## src/hdl/ble_crc_pkg.sv

```systemverilog
`timescale 1ns / 1ps
// ----------------------------------------------------------------------------
// BLE CRC-24 checker package
// Transaction types, status codes and constants shared by the checker files.
// ----------------------------------------------------------------------------
package ble_crc_pkg;

  localparam int SKIP_BYTES = 4;
  localparam int MIN_LENGTH = SKIP_BYTES + 2 + 3;

  localparam logic [23:0] LFSR_POLY  = 24'hDA6000;
  localparam logic [23:0] SEED_RESET = 24'h555555;
  localparam logic [7:0]  COUNT_MAX  = 8'hFF;

  typedef enum logic [1:0] {
    CRC_MATCH    = 2'd0,
    CRC_MISMATCH = 2'd1,
    CRC_SHORT    = 2'd2
  } check_status_t;

  typedef struct packed {
    logic [7:0] data_byte;
    logic       last_byte;
  } in_item_t;

  typedef struct packed {
    check_status_t check_status;
    logic [23:0]   computed_crc;
    logic [23:0]   received_crc;
  } out_item_t;

endpackage

```

## src/hdl/ble_crc_lfsr8.sv

```systemverilog
`timescale 1ns / 1ps
// ----------------------------------------------------------------------------
// BLE CRC-24 byte update
// Advances the reflected 24-bit LFSR over one byte, least significant bit first.
// ----------------------------------------------------------------------------
module ble_crc_lfsr8 (
  input  logic [23:0] lfsr_in,
  input  logic [7:0]  data_in,
  output logic [23:0] lfsr_out
);

  always_comb begin
    logic [23:0] r;
    logic [7:0]  v;
    logic        fb;
    r = lfsr_in;
    v = data_in;
    for (int k = 0; k < 8; k++) begin
      fb = v[0] ^ r[0];
      r  = r >> 1;
      v  = v >> 1;
      if (fb) begin
        r = r ^ ble_crc_pkg::LFSR_POLY;
      end
    end
    lfsr_out = r;
  end

endmodule

```

## src/hdl/ble_crc_core.sv

```systemverilog
`timescale 1ns / 1ps
// ----------------------------------------------------------------------------
// BLE CRC-24 packet state
// Holds the LFSR, byte count and tail delay line, and forms the check result.
// ----------------------------------------------------------------------------
module ble_crc_core (
  input  logic                   clk,
  input  logic                   rst_n,
  input  logic                   step_en,
  input  ble_crc_pkg::in_item_t  item,
  input  logic [23:0]            seed,
  output ble_crc_pkg::out_item_t result
);

  logic [23:0] lfsr_r, lfsr_nxt;
  logic [7:0]  count_r, count_nxt;
  logic [7:0]  tail_r   [3];
  logic [7:0]  tail_nxt [3];

  logic [23:0] lfsr_base;
  logic [23:0] lfsr_fed;
  logic [23:0] lfsr_after;
  logic [7:0]  count_inc;
  logic [23:0] rx_crc;

  assign lfsr_base = (count_r == 8'd0) ? seed : lfsr_r;

  ble_crc_lfsr8 u_lfsr8 (
    .lfsr_in  (lfsr_base),
    .data_in  (tail_r[0]),
    .lfsr_out (lfsr_fed)
  );

  assign lfsr_after = (count_r >= 8'(ble_crc_pkg::SKIP_BYTES + 3)) ? lfsr_fed : lfsr_base;
  assign count_inc  = (count_r == ble_crc_pkg::COUNT_MAX) ? count_r : count_r + 8'd1;
  assign rx_crc     = {item.data_byte, tail_r[2], tail_r[1]};

  always_comb begin
    if (count_inc < 8'(ble_crc_pkg::MIN_LENGTH)) begin
      result.check_status = ble_crc_pkg::CRC_SHORT;
      result.computed_crc = 24'd0;
      result.received_crc = 24'd0;
    end else begin
      result.check_status = (lfsr_after == rx_crc) ? ble_crc_pkg::CRC_MATCH
                                                   : ble_crc_pkg::CRC_MISMATCH;
      result.computed_crc = lfsr_after;
      result.received_crc = rx_crc;
    end
  end

  always_comb begin
    lfsr_nxt  = lfsr_r;
    count_nxt = count_r;
    tail_nxt  = tail_r;
    if (step_en) begin
      if (item.last_byte) begin
        lfsr_nxt    = seed;
        count_nxt   = 8'd0;
        tail_nxt[0] = 8'd0;
        tail_nxt[1] = 8'd0;
        tail_nxt[2] = 8'd0;
      end else begin
        lfsr_nxt    = lfsr_after;
        count_nxt   = count_inc;
        tail_nxt[0] = tail_r[1];
        tail_nxt[1] = tail_r[2];
        tail_nxt[2] = item.data_byte;
      end
    end
  end

  always_ff @(posedge clk) begin
    if (!rst_n) begin
      lfsr_r  <= ble_crc_pkg::SEED_RESET;
      count_r <= 8'd0;
      tail_r  <= '{default: 8'd0};
    end else begin
      lfsr_r  <= lfsr_nxt;
      count_r <= count_nxt;
      tail_r  <= tail_nxt;
    end
  end

  a_count_clear: assert property (@(posedge clk) disable iff (!rst_n)
    step_en && item.last_byte |=> count_r == 8'd0)
    else $error("Byte count not cleared after the final byte.");

  a_count_step: assert property (@(posedge clk) disable iff (!rst_n)
    step_en && !item.last_byte && count_r != ble_crc_pkg::COUNT_MAX
      |=> count_r == $past(count_r) + 8'd1)
    else $error("Byte count did not advance by one.");

  a_count_hold: assert property (@(posedge clk) disable iff (!rst_n)
    !step_en |=> count_r == $past(count_r))
    else $error("Byte count changed without a transaction.");

endmodule

```

## src/hdl/ble_packet_crc24_check.sv

```systemverilog
`timescale 1ns / 1ps
// ----------------------------------------------------------------------------
// BLE packet CRC-24 checker
// Checks the link-layer CRC of a packet received one byte per transaction.
// ----------------------------------------------------------------------------
// A final byte passes the input register and then the result register; it waits
// in the input register while an earlier result is still held by out_stall.
// Throughput: one byte per cycle while no final byte waits on a held result;
// the byte update is one unrolled LFSR step fed from the tail delay line.
// Reset clears the packet state and both valid flags and sets the seed to 0x555555.
// ----------------------------------------------------------------------------
module ble_packet_crc24_check (
  input  logic                   clk,
  input  logic                   rst_n,
  input  logic                   in_valid,
  output logic                   in_stall,
  input  ble_crc_pkg::in_item_t  in_item,
  output logic                   out_valid,
  input  logic                   out_stall,
  output ble_crc_pkg::out_item_t out_item,
  input  logic                   cfg_wr_en,
  input  logic [23:0]            cfg_wr_data
);

  logic                   a_valid_r, a_valid_nxt;
  ble_crc_pkg::in_item_t  a_item_r;
  logic                   out_valid_r, out_valid_nxt;
  ble_crc_pkg::out_item_t out_item_r;
  logic [23:0]            seed_r;

  logic                   a_adv;
  logic                   in_take;
  logic                   out_take;
  ble_crc_pkg::out_item_t core_result;

  assign out_take = out_valid_r && !out_stall;
  assign a_adv    = a_valid_r && (!a_item_r.last_byte || !out_valid_r || !out_stall);
  assign in_stall = a_valid_r && !a_adv;
  assign in_take  = in_valid && !in_stall;

  ble_crc_core u_core (
    .clk     (clk),
    .rst_n   (rst_n),
    .step_en (a_adv),
    .item    (a_item_r),
    .seed    (seed_r),
    .result  (core_result)
  );

  always_comb begin
    a_valid_nxt = a_valid_r;
    if (in_take) begin
      a_valid_nxt = 1'b1;
    end else if (a_adv) begin
      a_valid_nxt = 1'b0;
    end
  end

  always_comb begin
    out_valid_nxt = out_valid_r;
    if (a_adv && a_item_r.last_byte) begin
      out_valid_nxt = 1'b1;
    end else if (out_take) begin
      out_valid_nxt = 1'b0;
    end
  end

  always_ff @(posedge clk) begin
    if (!rst_n) begin
      a_valid_r   <= 1'b0;
      out_valid_r <= 1'b0;
      seed_r      <= ble_crc_pkg::SEED_RESET;
    end else begin
      a_valid_r   <= a_valid_nxt;
      out_valid_r <= out_valid_nxt;
      if (cfg_wr_en) begin
        seed_r <= cfg_wr_data;
      end
    end
  end

  always_ff @(posedge clk) begin
    if (in_take) begin
      a_item_r <= in_item;
    end
    if (a_adv && a_item_r.last_byte) begin
      out_item_r <= core_result;
    end
  end

  assign out_valid = out_valid_r;
  assign out_item  = out_item_r;

  a_stall_needs_item: assert property (@(posedge clk) disable iff (!rst_n)
    in_stall |-> a_valid_r && a_item_r.last_byte && out_valid_r)
    else $error("Input stalled without a final byte waiting on the result register.");

  a_short_zero: assert property (@(posedge clk) disable iff (!rst_n)
    out_valid_r && out_item_r.check_status == ble_crc_pkg::CRC_SHORT
      |-> out_item_r.computed_crc == 24'd0 && out_item_r.received_crc == 24'd0)
    else $error("Short packet result carries non-zero CRC fields.");

  a_result_kept: assert property (@(posedge clk) disable iff (!rst_n)
    out_valid_r && out_stall |=> out_valid_r)
    else $error("Pending result lost while the output was stalled.");

  a_nonlast_no_result: assert property (@(posedge clk) disable iff (!rst_n)
    !out_valid_r && !(a_adv && a_item_r.last_byte) |=> !out_valid_r)
    else $error("Result produced without a final byte.");

endmodule

```

## config.mk

```make
export PLATFORM = sky130hd
export DESIGN_NAME = ble_packet_crc24_check
export DESIGN_NICKNAME = d
export VERILOG_FILES = /design/src/hdl/ble_crc_pkg.sv /design/src/hdl/ble_crc_lfsr8.sv /design/src/hdl/ble_crc_core.sv /design/src/hdl/ble_packet_crc24_check.sv
export SDC_FILE = /design/constraint.sdc
export NUM_CORES = 1
export LEC_CHECK = 0
export BUFFER_PORTS_ARGS = -buffer_cell sky130_fd_sc_hd__clkbuf_2
export CAP_MARGIN = 10
export CORE_MARGIN = 2
export CORE_UTILIZATION = 36
export DETAILED_ROUTE_END_ITERATION = 6
export GPL_ROUTABILITY_DRIVEN = 0
export PLACE_DENSITY_LB_ADDON = 0.1
export SLEW_MARGIN = 20
export SYNTH_ARGS = -nofsm -noshare
export SYNTH_HDL_FRONTEND = slang
export SYNTH_HIERARCHICAL = 1
export SYNTH_SLANG_ARGS = --single-unit
```

## constraint.sdc

```tcl
create_clock -name clk -period 4.4 [get_ports clk]
set_input_delay 0 -clock clk [delete_from_list [all_inputs] [get_ports clk]]
set_output_delay 0 -clock clk [all_outputs]
set_load 0.01 [all_outputs]
```

* Yosys cells after proc, flatten, opt, wreduce, memory -nomap -nowiden *
Index checks and enable logic that the tools add are counted.

storage, ports and cells
  bits in registers = 141
  output and inout bits = 52

cells by class
  $add $sub $neg = 1
  $lt $le $gt $ge = 2
  equal/unequal tests = 2
  multiplexer cells = 19
  bitwise gates (word level) = 16
  reduce and logical (&&, ||, !) cells = 15

operators with widths
  cell                                                                                  count
  24-bit 2-to-1 mux                                                                     12
  6-bit inverter with 7-bit output                                                      8
  24-bit == test                                                                        1
  8-bit 2-to-1 mux                                                                      2
  8-bit by 1-bit adder with 8-bit output (second input constant)                        1
  8-bit == test (second input constant)                                                 1
  8-bit by 3-bit greater-or-equal comparator with 1-bit output (second input constant)  1
  8-bit logical NOT                                                                     1
  8-bit by 4-bit < comparator with 1-bit output (second input constant)                 1
  1-bit XOR                                                                             8
  1-bit logical AND                                                                     5
  1-bit logical NOT                                                                     5
  1-bit 2-to-1 mux                                                                      5
  2-bit nonzero test                                                                    2
  1-bit logical OR                                                                      2

* Logic depth before layout (Yosys ltp) *
  depth in word-level cells = 21
  depth in mapped cells = 17

* By module *
The synthesis kept the hierarchy.

modules (own cells, without submodules)
  module                  times used  cells an instance  area an instance (µm²)  seq. area each (µm²)
  ble_crc_core            1           516                4136.5                  1121.1
  ble_packet_crc24_check  1           147                2756.4                  2292.2
  ble_crc_lfsr8           1           44                 523.0                   0.0

* Worst setup path before layout *
No wires, ideal clock.

  path type = register to register
  start = register u_core.count_r[0]
  end = register out_item_r, in the netlist out_item[48] (data pin)
  library setup time = 274 ps
  arrival time = 3567 ps
  setup slack = 560 ps
  stages on the path, launching flop included = 17
  path buffers = 3
  path through = dfxtp_1 -> inv_1 -> ha_1 -> nor2b_1 -> buf_6 -> and3_1 -> buf_2 -> clkbuf_1 -> mux2_2 -> xnor2_2 -> xor2_2 -> xnor3_1 -> mux2i_1 -> xor2_1 -> nand4_1 -> nor4_2 -> a41oi_1

RTL lines
  item                                               RTL line                      RTL
  start, declared                                    ble_crc_core.sv:16            logic [7:0] count_r, count_nxt;
  start signal, assigned                             ble_crc_core.sv:79            count_r <= count_nxt;
  8-bit logical NOT *                                ble_crc_core.sv:26            assign lfsr_base = (count_r == 8'd0) ? seed : lfsr_r;
  24-bit 2-to-1 mux *                                ble_crc_core.sv:26
  net u_core.lfsr_base[6]                            ble_crc_core.sv:20            logic [23:0] lfsr_base;
  24-bit 2-to-1 mux * (6 in series)                  ble_crc_lfsr8.sv:22           if (fb) begin
  1-bit XOR *                                        ble_crc_lfsr8.sv:19           fb = v[0] ^ r[0];
  24-bit 2-to-1 mux *                                ble_crc_lfsr8.sv:22
  6-bit inverter with 7-bit output (no source line)  n/a
  24-bit 2-to-1 mux *                                ble_crc_lfsr8.sv:22
  net u_core.lfsr_fed[13]                            ble_crc_core.sv:21            logic [23:0] lfsr_fed;
  24-bit 2-to-1 mux *                                ble_crc_core.sv:34            assign lfsr_after = (count_r >= 8'(ble_crc_pkg::SKIP_BYTES + 3)) ? lfsr_fed : lfsr_base;
  24-bit == test *                                   ble_crc_core.sv:44            result.check_status = (lfsr_after == rx_crc) ? ble_crc_pkg::CRC_MATCH
  1-bit 2-to-1 mux *                                 ble_crc_core.sv:44
  end signal, assigned                               ble_packet_crc24_check.sv:87  out_item_r <= core_result;
  end, declared                                      ble_packet_crc24_check.sv:28  ble_crc_pkg::out_item_t out_item_r;

Mark *: on every way through the listed nets, which the timed path passes. The rest lies on a longest branch.
A chain may end at the register's enable or synchronous reset.

* Worst setup path in the final report *
Ends and elaborated chain as after synthesis.

==> run summary <==
outcome - complete, no violations
core area - 20200 sq um
first-pass GRT wire length - 30.0 mm
initial antenna violation count - 0
Post-CTS Resized - 0
Post-CTS Hold Buffers - 35
DR vias/cell - 4.91
Yosys cell types - 61
CTS tree - yes
DP HPWL - 12.7 mm
placed cell count - 1031
die width - 148 um
Boundary Pins - 90
worst min-delay path class - input pin to flip-flop
Required @ worst endpoint - 4.54 ns
# setup viols final - 0
Yosys top cell by area - edfxtp_1
Die ar. - 21800 sq um
IO Port Bufs - 89
commonest non-fill, non-tap cell in the layout - clkbuf_2
via count - 5383
share of the synthesized area in the top cell type - 23.9%
PD cells - 364 nW/um^2
syn avg cell area - 10.5 sq um
GR Util All Layers - 17.7%
crit path DAT - 4.03 ns
first drt pass iteration count - 5
Leak - 3.52 nW
TritonCTS buffer count - 17
DR DRC count - 0
# Max-Cap Violations - 0
unrepaired setup endpoints after global routing - no
diode count - 0
Setup TNS - 0 ns
Worst Setup Start Kind - flip-flop
period utilisation layout - 88.4%
non-filler instance count after layout - 1097
CTS clk-pin slew, worst paths - 0.06 ns
Max Slew Vio Count - 0
share of cells above drive strength 1 - 23.3%
Synth Register Bits - 141
Skew-Pair Late Insertion Delay - 0.42 ns
Critical Setup Path Class - flip-flop to flip-flop
largest net degree at the start of global routing - 98
Slew @ Worst Pin - 1.01 ns
FILL cells - 1908
synth-to-layout area growth - 21.0%
Initial Util - 36.6%
Post-Syn Nets - 747
WL final - 18.7 mm
Final Hold Vio Count - 0
Synth Flop Type - dfxtp_1
vias in the first global route - 5380
post-route setup slack - 0.511 ns
Max Buffers Root-to-Sink - 2
Syn Inst Count - 707
Multi-input gate area - 3630 sq um
worst vdd ir - 0.243 mV
Slew HR - 32.4%
register area share after synthesis - 46.0%
routed len/inst - 17.1 um
Post-CTS Setup Inserts - 0
FFs w/ async S/R, synth - 0%
Critical Path Sink Type - flip-flop
yosys warns - 6
Syn Std Cell Area - 7420 sq um
htree depth - 4
1st-iter DRT viols - 339
Post-synth EDFFs - 59
final clock skew - 0.00751 ns
Final min period - 3.89 ns
cell types occupying the most area after synthesis - edfxtp_1 (24%), dfxtp_1 (22%), mux2i_1 (5.8%), nor2b_1 (5.1%), xnor2_1 (4.6%)
Critical Path Fanout Max - 25
fin nets - 855
# rows - 52
grt ovf - 0
ANT nets after route - 0
CTS root buf - clkbuf_16
die outline height - 148 um
pre-CTS WS - 0.574 ns
register area - 3410 sq um
commonest cells after routing, fill and taps aside - clkbuf_2 (89), dfxtp_1 (82), nand2_1 (67)
fmax - 0.257 GHz
CTS Sinks - 141
-- cell usage after synthesis (3+ instances only) --
cell / number
a21oi_1: 32
nor2_1: 44
o221ai_1: 8
o21ai_0: 18
clkbuf_1: 26
xnor3_1: 3
and3b_1: 4
o22ai_1: 17
mux2_4: 3
a21boi_0: 8
xor2_1: 11
nand3_1: 5
o211ai_1: 14
xnor2_1: 39
and3_1: 4
nand4_1: 5
mux2_2: 30
nand2b_1: 9
buf_6: 6
xnor2_2: 6
buf_4: 11
dfxtp_1: 82
inv_1: 20
nand2_1: 67
buf_1: 4
o211a_1: 6
mux2i_4: 3
and2_1: 20
edfxtp_1: 59
nor2b_1: 61
mux2i_1: 43
-- path summary, 6_finish.rpt --
check               startpoint                end  slack (ns)  cells past startpoint
max          u_core/count_r[0]       out_item[48]        0.51                     15
min                      rst_n         seed_r[16]        0.18                      3
max reg2reg  u_core/count_r[0]       out_item[48]        0.51                     15
min reg2reg  u_core/lfsr_r[14]  u_core/lfsr_r[14]        0.49                      2
-- layer usage --
layer	track usage, %	vias to the layer above	wire length, um
met3	3.24	17	475
li1	-	2662	-
met5	0	-	0
met2	31.4	89	9690
met4	5.43	0	316
met1	21.9	2615	8260
-- area by class of cell --
class / instances / share of cell area [%]
clock buffer: 19 / 4.83
inverter: 20 / 0.837
sequential: 141 / 38.0
timing repair buffer: 142 / 10.5
tap: 270 / 3.77
clock inverter: 12 / 1.52
multi-input combinational: 493 / 40.5
-- logic make-up (layout without fill, tap and decap cells) --
family	Yosys count	in the layout	synth area share [%]
simple gates	229	229	15.8
flops	141	141	46.0
compound gates	115	115	10.2
mux	83	83	12.6
buf+inv	73	193	5.50
xor+xnor	64	64	9.58
fa+ha+maj	2	2	0.337
-- where the power goes --
group	switching [W]	leakage (nW)	internal, W
registers	0.0000405	1.20	0.00140
clock network	0.000581	0.272	0.000837
logic	0.000203	2.04	0.000200
total	0.000825	3.52	0.00244
-- critical path: stages, from the launching register on --
cell and delay, ns:
dfxtp_1 0.33, inv_1 0.10, ha_1 0.15, nor2b_2 0.15, and3_1 0.21, buf_12 0.20, mux2_2 0.38, xnor2_2 0.31
xor2_2 0.27, xnor3_1 0.48, mux2i_1 0.14, buf_4 0.15, xor2_1 0.15, nand4_1 0.16, nor4_2 0.25, a41oi_1 0.14
-- state kept, by name (all words and copies together) (netlist names) --
signal	count
u_core/tail_r	8
a_item_r	9
a_valid_r	1
seed_r	24
out_item	50
u_core/lfsr_r	24
u_core/rx_crc	16
out_valid	1
u_core/count_r	8
-- metrics by stage --
stage	hold WS (ns)	utilization (%)	instance area [sq um]	power [W]
2_1_floorplan	0.0989	-	7420	0.00175
3_3_place_gp	0.180	39.8	8050	0.00185
3_5_place_dp	0.179	39.8	8050	0.00185
4_1_cts	0.192	44.3	8970	0.00331
5_1_grt	0.234	44.3	8970	0.00339
6_report	0.184	44.3	8970	0.00327
(Power assumes the default switching activity.)
